`src/sv/rsfe_pkg.sv`:
```
`timescale 1ns / 1ps
package rsfe_pkg;

   localparam int RSFE_REG_COUNT = 16;

   localparam logic [7:0]  FC_READ  = 8'h03;
   localparam logic [7:0]  FC_WRITE = 8'h06;
   localparam logic [15:0] CRC_INIT = 16'hFFFF;
   localparam logic [15:0] CRC_POLY = 16'hA001;

   localparam logic [1:0] KIND_LINK  = 2'd0;
   localparam logic [1:0] KIND_LWRITE = 2'd1;
   localparam logic [1:0] KIND_LREAD = 2'd2;

   typedef enum logic [2:0] {
      SEL_HDR     = 3'd0,
      SEL_DATA_HI = 3'd1,
      SEL_DATA_LO = 3'd2,
      SEL_CRC_LO  = 3'd3,
      SEL_CRC_HI  = 3'd4,
      SEL_LOCAL   = 3'd5
   } rsfe_sel_type;

   typedef struct packed {
      logic         take_byte;
      logic         local_wr;
      logic         reply_start;
      logic         mem_rd;
      logic         rd_local;
      logic         emit;
      rsfe_sel_type sel;
      logic         hdr_inc;
      logic         ptr_step;
   } rsfe_cmd_type;

   typedef struct packed {
      logic frame_go;
      logic is_write;
      logic out_free;
      logic hdr_last;
      logic rem_zero;
      logic rem_one;
   } rsfe_sts_type;

   // CRC-16/MODBUS, one byte, bit by bit
   function automatic logic [15:0] crc_byte(input logic [15:0] crc, input logic [7:0] b);
      logic [15:0] c;
      c = crc ^ {8'h00, b};
      for (int k = 0; k < 8; k++) begin
         c = c[0] ? ((c >> 1) ^ CRC_POLY) : (c >> 1);
      end
      return c;
   endfunction

endpackage

```
`src/sv/register_slave_frame_engine.sv`:
```
`timescale 1ns / 1ps
// Register slave frame engine: takes link bytes, local register writes and local register
// reads one word at a time. A link byte or a local write goes straight back to idle; a local
// read registers the store word and then waits for a free output word before it is put on
// the output. When the last byte of a good frame arrives the engine stays busy until the
// whole reply has been handed out: it emits each header byte in turn, for each register of a
// read reply it reads the single read port of the register store and then emits the high
// and the low byte, and it ends with the two CRC bytes; any stall on rsp_ready holds it.
// The store is cleared at reset by per-entry valid bits, so there is no clearing pass;
// csr_wdata sets the device address (reset 0xFF).
module register_slave_frame_engine #(
   parameter int REG_COUNT = rsfe_pkg::RSFE_REG_COUNT
) (
   input  logic        clock,
   input  logic        reset,
   input  logic        csr_we,
   input  logic [7:0]  csr_wdata,
   input  logic        req_valid,
   output logic        req_ready,
   input  logic [1:0]  req_kind,
   input  logic [7:0]  req_rx_byte,
   input  logic [15:0] req_local_addr,
   input  logic [15:0] req_local_value,
   output logic        rsp_valid,
   input  logic        rsp_ready,
   output logic        rsp_is_local_answer,
   output logic [7:0]  rsp_tx_byte,
   output logic        rsp_tx_last,
   output logic [15:0] rsp_read_value
);
   import rsfe_pkg::*;

   rsfe_cmd_type cmd;
   rsfe_sts_type sts;

   rsfe_ctrl u_ctrl (
      .clock     (clock),
      .reset     (reset),
      .req_valid (req_valid),
      .req_ready (req_ready),
      .req_kind  (req_kind),
      .sts       (sts),
      .cmd       (cmd)
   );

   rsfe_dp #(
      .REG_COUNT (REG_COUNT)
   ) u_dp (
      .clock               (clock),
      .reset               (reset),
      .cmd                 (cmd),
      .sts                 (sts),
      .csr_we              (csr_we),
      .csr_wdata           (csr_wdata),
      .req_rx_byte         (req_rx_byte),
      .req_local_addr      (req_local_addr),
      .req_local_value     (req_local_value),
      .rsp_ready           (rsp_ready),
      .rsp_valid           (rsp_valid),
      .rsp_is_local_answer (rsp_is_local_answer),
      .rsp_tx_byte         (rsp_tx_byte),
      .rsp_tx_last         (rsp_tx_last),
      .rsp_read_value      (rsp_read_value)
   );

endmodule

```
`src/sv/rsfe_dp.sv`:
```
`timescale 1ns / 1ps
module rsfe_dp #(
   parameter int REG_COUNT = rsfe_pkg::RSFE_REG_COUNT
) (
   input  logic                  clock,
   input  logic                  reset,
   input  rsfe_pkg::rsfe_cmd_type cmd,
   output rsfe_pkg::rsfe_sts_type sts,
   input  logic                  csr_we,
   input  logic [7:0]            csr_wdata,
   input  logic [7:0]            req_rx_byte,
   input  logic [15:0]           req_local_addr,
   input  logic [15:0]           req_local_value,
   input  logic                  rsp_ready,
   output logic                  rsp_valid,
   output logic                  rsp_is_local_answer,
   output logic [7:0]            rsp_tx_byte,
   output logic                  rsp_tx_last,
   output logic [15:0]           rsp_read_value
);
   import rsfe_pkg::*;

   localparam int AW = (REG_COUNT > 1) ? $clog2(REG_COUNT) : 1;
   localparam int CW = $clog2(REG_COUNT + 1);
   localparam logic [16:0] RC17 = 17'(REG_COUNT);
   localparam logic [15:0] RC16 = 16'(REG_COUNT);
   localparam logic [2:0]  HDR_LAST_WR = 3'd5;
   localparam logic [2:0]  HDR_LAST_RD = 3'd2;

   logic [7:0]  dev_ff, dev_in;
   logic [2:0]  pos_ff, pos_in;
   logic [15:0] rx_crc_ff, rx_crc_in;
   logic        is_wr_ff, is_wr_in;
   logic [15:0] faddr_ff, faddr_in;
   logic [15:0] fval_ff, fval_in;
   logic [15:0] crc_base, crc_next;
   logic        frame_hit, addr_ok, span_ok;

   logic [2:0]    hdr_idx_ff, hdr_idx_in;
   logic [AW-1:0] ptr_ff, ptr_in;
   logic [CW-1:0] rem_ff, rem_in;
   logic [15:0]   tx_crc_ff, tx_crc_in;

   logic [15:0]          mem [REG_COUNT];
   logic [REG_COUNT-1:0] vld_ff;
   logic [15:0]          rd_data_ff;
   logic                 rd_ok_ff;
   logic                 local_ok, wr_en, rd_hit;
   logic [AW-1:0]        wr_idx, rd_idx;
   logic [15:0]          wr_data, rd_val;

   logic        out_valid_ff, out_valid_in;
   logic        out_local_ff, out_local_in;
   logic [7:0]  out_byte_ff, out_byte_in;
   logic        out_last_ff, out_last_in;
   logic [15:0] out_val_ff, out_val_in;
   logic [7:0]  hdr_byte, emit_byte;

   // frame receiver
   assign crc_base  = (pos_ff == 3'd0) ? CRC_INIT : rx_crc_ff;
   assign crc_next  = crc_byte(crc_base, req_rx_byte);
   assign frame_hit = (pos_ff == 3'd7) && (req_rx_byte == rx_crc_ff[15:8]);
   assign addr_ok   = faddr_ff < RC16;
   assign span_ok   = ({1'b0, faddr_ff} + {1'b0, fval_ff}) <= RC17;

   always_comb begin
      dev_in    = csr_we ? csr_wdata : dev_ff;
      pos_in    = pos_ff;
      rx_crc_in = rx_crc_ff;
      is_wr_in  = is_wr_ff;
      faddr_in  = faddr_ff;
      fval_in   = fval_ff;
      if (cmd.take_byte) begin
         unique case (pos_ff)
            3'd0: pos_in = (req_rx_byte == dev_ff) ? 3'd1 : 3'd0;
            3'd1: begin
               if (req_rx_byte == FC_READ || req_rx_byte == FC_WRITE) begin
                  is_wr_in = (req_rx_byte == FC_WRITE);
                  pos_in   = 3'd2;
               end else begin
                  pos_in = 3'd0;
               end
            end
            3'd2: begin
               faddr_in = {req_rx_byte, 8'h00};
               pos_in   = 3'd3;
            end
            3'd3: begin
               faddr_in = {faddr_ff[15:8], req_rx_byte};
               pos_in   = 3'd4;
            end
            3'd4: begin
               fval_in = {req_rx_byte, 8'h00};
               pos_in  = 3'd5;
            end
            3'd5: begin
               fval_in = {fval_ff[15:8], req_rx_byte};
               pos_in  = 3'd6;
            end
            3'd6: pos_in = (req_rx_byte == rx_crc_ff[7:0]) ? 3'd7 : 3'd0;
            default: pos_in = 3'd0;
         endcase
         if (pos_in != 3'd7) begin
            rx_crc_in = crc_next;
         end
      end
   end

   // register store
   assign local_ok = req_local_addr < RC16;
   assign wr_en    = (cmd.local_wr && local_ok) || (cmd.reply_start && is_wr_ff);
   assign wr_idx   = cmd.local_wr ? req_local_addr[AW-1:0] : faddr_ff[AW-1:0];
   assign wr_data  = cmd.local_wr ? req_local_value : fval_ff;
   assign rd_idx   = cmd.rd_local ? req_local_addr[AW-1:0] : ptr_ff;
   assign rd_hit   = (!cmd.rd_local || local_ok) && vld_ff[rd_idx];
   assign rd_val   = rd_ok_ff ? rd_data_ff : 16'h0000;

   always_ff @(posedge clock) begin
      if (wr_en) begin
         mem[wr_idx] <= wr_data;
      end
      if (cmd.mem_rd) begin
         rd_data_ff <= mem[rd_idx];
         rd_ok_ff   <= rd_hit;
      end
   end

   always_ff @(posedge clock) begin
      if (reset) begin
         vld_ff <= '0;
      end else if (wr_en) begin
         vld_ff[wr_idx] <= 1'b1;
      end
   end

   // reply sequencing
   always_comb begin
      unique case (hdr_idx_ff)
         3'd0: hdr_byte = dev_ff;
         3'd1: hdr_byte = is_wr_ff ? FC_WRITE : FC_READ;
         3'd2: hdr_byte = is_wr_ff ? faddr_ff[15:8] : {fval_ff[6:0], 1'b0};
         3'd3: hdr_byte = faddr_ff[7:0];
         3'd4: hdr_byte = fval_ff[15:8];
         default: hdr_byte = fval_ff[7:0];
      endcase
   end

   always_comb begin
      case (cmd.sel)
         SEL_HDR:     emit_byte = hdr_byte;
         SEL_DATA_HI: emit_byte = rd_val[15:8];
         SEL_DATA_LO: emit_byte = rd_val[7:0];
         SEL_CRC_LO:  emit_byte = tx_crc_ff[7:0];
         SEL_CRC_HI:  emit_byte = tx_crc_ff[15:8];
         default:     emit_byte = 8'h00;
      endcase
   end

   always_comb begin
      hdr_idx_in = hdr_idx_ff;
      ptr_in     = ptr_ff;
      rem_in     = rem_ff;
      tx_crc_in  = tx_crc_ff;
      if (cmd.reply_start) begin
         hdr_idx_in = 3'd0;
         ptr_in     = faddr_ff[AW-1:0];
         rem_in     = fval_ff[CW-1:0];
         tx_crc_in  = CRC_INIT;
      end else begin
         if (cmd.hdr_inc) begin
            hdr_idx_in = hdr_idx_ff + 3'd1;
         end
         if (cmd.ptr_step) begin
            ptr_in = ptr_ff + AW'(1);
            rem_in = rem_ff - CW'(1);
         end
         if (cmd.emit && (cmd.sel == SEL_HDR || cmd.sel == SEL_DATA_HI ||
                          cmd.sel == SEL_DATA_LO)) begin
            tx_crc_in = crc_byte(tx_crc_ff, emit_byte);
         end
      end
   end

   // output word register
   always_comb begin
      out_valid_in = out_valid_ff;
      out_local_in = out_local_ff;
      out_byte_in  = out_byte_ff;
      out_last_in  = out_last_ff;
      out_val_in   = out_val_ff;
      if (cmd.emit) begin
         out_valid_in = 1'b1;
         out_local_in = (cmd.sel == SEL_LOCAL);
         out_byte_in  = emit_byte;
         out_last_in  = (cmd.sel == SEL_CRC_HI);
         out_val_in   = (cmd.sel == SEL_LOCAL) ? rd_val : 16'h0000;
      end else if (rsp_ready) begin
         out_valid_in = 1'b0;
      end
   end

   always_ff @(posedge clock) begin
      if (reset) begin
         dev_ff       <= 8'hFF;
         pos_ff       <= 3'd0;
         out_valid_ff <= 1'b0;
      end else begin
         dev_ff       <= dev_in;
         pos_ff       <= pos_in;
         out_valid_ff <= out_valid_in;
      end
   end

   always_ff @(posedge clock) begin
      rx_crc_ff    <= rx_crc_in;
      is_wr_ff     <= is_wr_in;
      faddr_ff     <= faddr_in;
      fval_ff      <= fval_in;
      hdr_idx_ff   <= hdr_idx_in;
      ptr_ff       <= ptr_in;
      rem_ff       <= rem_in;
      tx_crc_ff    <= tx_crc_in;
      out_local_ff <= out_local_in;
      out_byte_ff  <= out_byte_in;
      out_last_ff  <= out_last_in;
      out_val_ff   <= out_val_in;
   end

   always_comb begin
      sts.frame_go = frame_hit && addr_ok && (is_wr_ff || span_ok);
      sts.is_write = is_wr_ff;
      sts.out_free = !out_valid_ff || rsp_ready;
      sts.hdr_last = (hdr_idx_ff == (is_wr_ff ? HDR_LAST_WR : HDR_LAST_RD));
      sts.rem_zero = (rem_ff == '0);
      sts.rem_one  = (rem_ff == CW'(1));
   end

   assign rsp_valid           = out_valid_ff;
   assign rsp_is_local_answer = out_local_ff;
   assign rsp_tx_byte         = out_byte_ff;
   assign rsp_tx_last         = out_last_ff;
   assign rsp_read_value      = out_val_ff;

endmodule

```
`src/sv/rsfe_ctrl.sv`:
```
`timescale 1ns / 1ps
module rsfe_ctrl (
   input  logic                  clock,
   input  logic                  reset,
   input  logic                  req_valid,
   output logic                  req_ready,
   input  logic [1:0]            req_kind,
   input  rsfe_pkg::rsfe_sts_type sts,
   output rsfe_pkg::rsfe_cmd_type cmd
);
   import rsfe_pkg::*;

   typedef enum logic [7:0] {
      ST_IDLE  = 8'b0000_0001,
      ST_LREAD = 8'b0000_0010,
      ST_HDR   = 8'b0000_0100,
      ST_RREQ  = 8'b0000_1000,
      ST_RHI   = 8'b0001_0000,
      ST_RLO   = 8'b0010_0000,
      ST_CRCLO = 8'b0100_0000,
      ST_CRCHI = 8'b1000_0000
   } state_type;

   state_type state_ff, state_in;

   always_comb begin
      cmd       = '0;
      state_in  = state_ff;
      req_ready = (state_ff == ST_IDLE);
      unique case (state_ff)
         ST_IDLE: begin
            if (req_valid) begin
               case (req_kind)
                  KIND_LINK: begin
                     cmd.take_byte = 1'b1;
                     if (sts.frame_go) begin
                        cmd.reply_start = 1'b1;
                        state_in        = ST_HDR;
                     end
                  end
                  KIND_LWRITE: cmd.local_wr = 1'b1;
                  KIND_LREAD: begin
                     cmd.mem_rd   = 1'b1;
                     cmd.rd_local = 1'b1;
                     state_in     = ST_LREAD;
                  end
                  default: ;
               endcase
            end
         end
         ST_LREAD: begin
            if (sts.out_free) begin
               cmd.emit = 1'b1;
               cmd.sel  = SEL_LOCAL;
               state_in = ST_IDLE;
            end
         end
         ST_HDR: begin
            if (sts.out_free) begin
               cmd.emit = 1'b1;
               cmd.sel  = SEL_HDR;
               if (sts.hdr_last) begin
                  state_in = (sts.is_write || sts.rem_zero) ? ST_CRCLO : ST_RREQ;
               end else begin
                  cmd.hdr_inc = 1'b1;
               end
            end
         end
         ST_RREQ: begin
            cmd.mem_rd = 1'b1;
            state_in   = ST_RHI;
         end
         ST_RHI: begin
            if (sts.out_free) begin
               cmd.emit = 1'b1;
               cmd.sel  = SEL_DATA_HI;
               state_in = ST_RLO;
            end
         end
         ST_RLO: begin
            if (sts.out_free) begin
               cmd.emit     = 1'b1;
               cmd.sel      = SEL_DATA_LO;
               cmd.ptr_step = 1'b1;
               state_in     = sts.rem_one ? ST_CRCLO : ST_RREQ;
            end
         end
         ST_CRCLO: begin
            if (sts.out_free) begin
               cmd.emit = 1'b1;
               cmd.sel  = SEL_CRC_LO;
               state_in = ST_CRCHI;
            end
         end
         ST_CRCHI: begin
            if (sts.out_free) begin
               cmd.emit = 1'b1;
               cmd.sel  = SEL_CRC_HI;
               state_in = ST_IDLE;
            end
         end
         default: state_in = ST_IDLE;
      endcase
   end

   always_ff @(posedge clock) begin
      if (reset) begin
         state_ff <= ST_IDLE;
      end else begin
         state_ff <= state_in;
      end
   end

endmodule

```
`config.mk`:
```
export PLATFORM = sky130hd
export DESIGN_NAME = register_slave_frame_engine
export DESIGN_NICKNAME = d
export VERILOG_FILES = /design/src/sv/rsfe_pkg.sv /design/src/sv/register_slave_frame_engine.sv /design/src/sv/rsfe_dp.sv /design/src/sv/rsfe_ctrl.sv
export SDC_FILE = /design/constraint.sdc
export NUM_CORES = 1
export LEC_CHECK = 0
export ABC_CLOCK_PERIOD_IN_PS = 5150
export BUFFER_PORTS_ARGS = -buffer_cell sky130_fd_sc_hd__buf_2
export CORE_MARGIN = 2
export CORE_UTILIZATION = 50
export DETAILED_ROUTE_END_ITERATION = 8
export PLACE_DENSITY = 0.74
export SLEW_MARGIN = 40
export SYNTH_ARGS = -nofsm -noshare
export SYNTH_HDL_FRONTEND = slang
export SYNTH_HIERARCHICAL = 1
export SYNTH_SLANG_ARGS = --single-unit
```
`constraint.sdc`:
```
create_clock -name clock -period 5.15 [get_ports clock]
set_input_delay 0 -clock clock [delete_from_list [all_inputs] [get_ports clock]]
set_output_delay 0 -clock clock [all_outputs]
set_load 0.01 [all_outputs]
```
After elaboration in Yosys (flattened, before gate mapping):

Memory sizes are Yosys's and may differ from the RTL's. A register that Yosys moved wholly into a read port is not among the register bits.
Index checks and enable logic that the tools add are counted.

* register bits: 140
* latch bits: 0
* memory bits (writable): 256
* bits in read-only memories: 0
* input bits: 55
* output and inout port bits: 28
* word-level logic and storage cells: 208
* memories kept: 1

Memory list
* u_dp.mem: depth 16, bits a word 16, rd ports 1, clocked after memory_dff 1, wr ports 1, line rsfe_dp.sv:44 `logic [15:0] mem [REG_COUNT];`

* add/subtract/negate cells: 4
* $mul: 0
* div/mod/pow operators: 0
* $lt $le $gt $ge: 6
* equality and inequality tests: 43
* shifts and indexed selects: 0
* mux-type cells: 77
* bitwise operators: 21
* reduce and logical (&&, ||, !) cells: 35

Operator list (count)
* $mux 16: 18
* $pmux 8 s5: 2
* $mux 8: 9
* $pmux 16 s2: 2
* $pmux 8 s7: 1
* $not 2->3: 16
* $mux 4: 9
* $lt 16x5->1 const B: 2
* $xor 16x8->16: 2
* $eq 8x8->1: 3
* $pmux 4 s6: 1
* $eq 3x3->1 const B: 7
* $pmux 3 s7: 1
* $mux 5: 4
* $eq 3x2->1 const B: 6
* $add 16x16->17: 1
* $le 17x5->1 const B: 1
* $eq 8x2->1 const B: 2
* $eq 8x3->1 const B: 2
* $mux 1: 16
* $or 16x16->16: 1
* $pmux 8 s2: 1
* $mux 3: 5
* $mux 14: 1
* 37 further kinds: 73

Depth between registers and ports, before layout:

* word-level depth: 24
* depth in mapped cells: 18
* mapped depth without buffers: 17

Cells and area by module:

Netlist, hierarchy kept.

Modules (own cells, without submodules)
* rsfe_dp: times used 1, cells an instance 1240, area each 18093.6 µm², seq. area each 11661.2 µm²
* rsfe_ctrl: times used 1, cells an instance 96, area each 699.4 µm², seq. area each 160.2 µm²

Worst setup path after synthesis:

No wires, ideal clock.

* path kind: flip-flop to flip-flop
* start point: register u_dp.faddr_ff[0]
* end point: memory u_dp.mem[12][0], enable pin
* setup time: 0.390 ns
* arrival time: 4.169 ns
* data required time: 4.760 ns
* path slack: 0.591 ns
* cell stages (with the launch flop): 17
* path buffers: 1
* period minus slack after synthesis: 4.559 ns
* path through: edfxtp_1 > ha_1 > fa_1 > a21o_1 > a21oi_1 > o21bai_1 > a21oi_1 > o21bai_1 > a2111oi_0 > nor3_1 > mux2i_1 > a32o_1 > and2_1 > clkbuf_1 > a22o_1 > o21ai_0 > nor2_1

RTL lines
* start, declared: line rsfe_dp.sv:34 `logic [15:0] faddr_ff, faddr_in;`
* start signal, assigned: line rsfe_dp.sv:217 `faddr_ff <= faddr_in;`
* end, declared: line rsfe_dp.sv:44

==> run_results.csv <==
group,metric,value,unit
power_and_ir_drop,vdd_drop_max,0.325,mV
routing,finalWirelength,45.5,mm
timing,fmax,213,MHz
grt,grt_first_pass_wirelength,69.1,mm
clocking,h-tree-depth,2,
power_and_ir_drop,power_density,416,nW/µm²
synth,ys.flop_type,"edfxtp_1",
layout,final_util,58.1,%
routing,initialDrtViolationCount,1194,
critical_path,path_buf_inv,2,
synth,yosys.area.top_type,"edfxtp_1",
floorplan,io-pin-count,83,
routing,viasPerCell,5.98,
clocking,clkLatencyLatePin,0.55,ns
critical_path,startpoint_type,"register",
placement,portBuffers,82,
floorplan,start_util,50.4,%
floorplan,dieWidth,198,µm
run,cap_viol_max_count,0,
grt,grt_max_degree,37,
hold_path,hold_depth,2,
timing,hold_viol_final,0,
critical_path,crit_slowest_cell,"a2111oi_0",
critical_path,worstPathRequired,5.37,ns
synth,ys_ff_latch,412,
clocking,post_cts_buffers,0,
power_and_ir_drop,combPwrFrac,22.6,%
synth,yosys_warnings,6,
synth,syn_area,18800,µm²
clocking,tritoncts,"done",
routing,ant_nets,0,
routing,drcViolationCount,0,
layout,multiInputGateArea,6660,µm²
synth,yosysMostFrequentCell,"edfxtp_1",
timing,relSlewSlack,45.3,%
timing,period_share,91.0,%
floorplan,die_y,198,µm
clocking,cts.sinks,412,
outcome,status,"completed",
power_and_ir_drop,power.total,9.01,mW
clocking,cts_buffers,42,
power_and_ir_drop,internal_power,6.50,mW
layout,fillers,2819,
clocking,cts_root_buffer,"clkbuf_16",
placement,gp_congestion,0.933,
critical_path,crit_fanout,17,
synth,async_flop_share,0,%
hold_path,hp-class,"input port to register",
timing,setup_viol,0,
grt,grt-ovfl-total,0,
synth,synth_edf_count,357,
timing,tightest_slew,0.803,ns
critical_path,cp_num_cells,17,
critical_path,end_kind,"register",
critical_path,cpLargestDelayFamily,"compound AO/OA/AOI/OAI gates",
synth,synth_top_area_share,57.0,%
timing,skew,0.0113,ns
layout,area_growth,15.3,%
grt,grt_pass1_vias,11644,
synth,syn_avg_cell_area,14.1,µm²
synth,postSynthCellCount,1336,
synth,ys_types,82,
timing,period_needed,4.69,ns
power_and_ir_drop,p_sw,2.50,mW
layout,drive_gt1_share,22.8,%
floorplan,rows,71,
floorplan,die_area,39200,µm²
clocking,path_clk_slew,0.06,ns
synth,syn-num-nets,1417,
critical_path,critPathMaxStageDelay,0.49,ns
synth,ys_seq_area_share,62.9,%
floorplan,core-area,37300,µm²
routing,via_count,11802,
placement,post-dp-hpwl,30.7,mm
grt,grt_use_total,23.5,%
synth,synth_top_cells_by_area,"edfxtp_1, mux4_2, dfxtp_1",
power_and_ir_drop,p_leak,7.34,nW
timing,slew_violations,0,
routing,routedWlPerCell,23.1,µm
routing,drt_pre_antenna_iters,6,
critical_path,arrival,4.91,ns
timing,setup-tns-final,0,ns
power_and_ir_drop,p_clk_share,33.7,%
critical_path,worstPathCellList,"ha_1 > fa_1 > a21o_1 > a21oi_1 > o21bai_1 > a21oi_1 > o21bai_1 > a2111oi_0 > nor3_1 > mux2i_1 > a32o_1 > and2_1 > a22o_1 > o21ai_0 > buf_4 > nor2_2 > buf_4",
clocking,ctsHoldBuffers,29,
grt,antenna_found_initial,0,
clocking,clockBufferDepth,3,
power_and_ir_drop,switching_share,27.8,%
critical_path,crit_type,"register to register",
timing,rsz0062_at_grt,"no",
layout,fin_nets,1543,
layout,regArea,11800,µm²
critical_path,reg2reg_depth,17,
power_and_ir_drop,seqPwrFrac,43.8,%
clocking,cts.repair.resized,0,
synth,synthTopCellsByCount,"edfxtp_1, nor2_1, nand2_1, mux4_2, dfxtp_1",
[sequential cells by signal, indices dropped and copies added, names as in the netlist, 3 cells and up]
register,count
u_dp/rd_data_ff,16
u_dp/pos_ff,3
u_dp/faddr_ff,16
u_dp/ptr_ff,4
u_dp/vld_ff,16
u_dp/tx_crc_ff,16
u_dp/mem,256
u_dp/fval_ff,16
u_dp/rsp_read_value,16
u_dp/rsp_tx_byte,8
u_dp/rx_crc_ff,16
u_dp/hdr_idx_ff,3
u_dp/dev_ff,8
u_dp/rem_ff,5
u_ctrl/state_ff,8
[power groups by stage]
stage	Clock (mW)	Sequential (mW)	Combinational (mW)
CTS	3.09	3.94	2.02
global route	3.21	3.96	2.17
finish	3.03	3.94	2.04
global placement	0	4.01	1.96
detailed placement	0	4.01	1.98
floorplan	0	3.96	1.54
[metal layers]
layer	GRT usage, %	up-vias	share of wire (%)
li1	-	5332	-
met1	32.0	5854	41
met2	39.3	544	49
met3	4.10	72	8.0
met4	6.32	0	2.2
met5	0	-	0
[path summary, 6_finish.rpt]
kind	slack [ns]	start	endpoint
setup / recovery	0.46	u_dp/faddr_ff[0]	u_dp/mem[0][15]
hold / removal	0.008	reset	u_ctrl/state_ff[1]
setup reg to reg	0.46	u_dp/faddr_ff[0]	u_dp/mem[0][15]
hold reg to reg	0.46	u_dp/vld_ff[1]	u_dp/vld_ff[1]
[placed cells by master, fill, tap and decap left out, drive strengths merged, types with 26 or more instances in the layout]
cell type / instances
edfxtp: 357
buf: 128
nor2: 122
nand2: 102
mux4: 68
dfxtp: 55
xnor2: 52
clkbuf: 47
and2: 46
xor2: 32
inv: 31
o21ai: 30
dlygate4sd3: 29
a21oi: 27
mux2: 26
[worst reg2reg max path, delay by kind of cell (launching register included)]
family / cells / cell delay, ns
and+or+nand+nor: 3 / 0.42
buffers and inverters: 2 / 0.51
adders and majority gates: 2 / 0.69
DFF: 1 / 0.47
muxes: 1 / 0.16
AOI/OAI and AO/OA: 9 / 2.11
[per-stage QoR]
stage	instances	hold slack [ns]	area [µm²]	setup slack, ns
2_1_floorplan	1336	0.118	18800	0.591
3_5_place_dp	1862	0.209	20000	0.581
4_1_cts	1969	0.00161	21600	0.522
6_report	1972	0.00831	21700	0.464
5_1_grt	1970	0.0216	21700	0.196
3_3_place_gp	1862	0.200	20000	0.774
[cell families after synthesis]
kind of cell,Yosys count,synth area share (%)
xor gates and xnor gates,86,4.17
muxes,114,10.9
AOI/OAI and AO/OA,173,6.77
adders and majority gates,26,1.77
DFF,412,62.9
buffers and inverters,103,2.29
and+or+nand+nor,422,11.2
[final cells by class]
type / instances / area share, %
multi-input cells: 821 / 30.7
diodes: 2 / 0.0231
inverters: 28 / 0.485
repair buffers: 157 / 5.08
clock buffers: 47 / 4.94
flip-flops and latches: 412 / 54.6
clock inverters: 31 / 1.44
well taps: 474 / 2.74
Power figures use the tool's default switching activity.
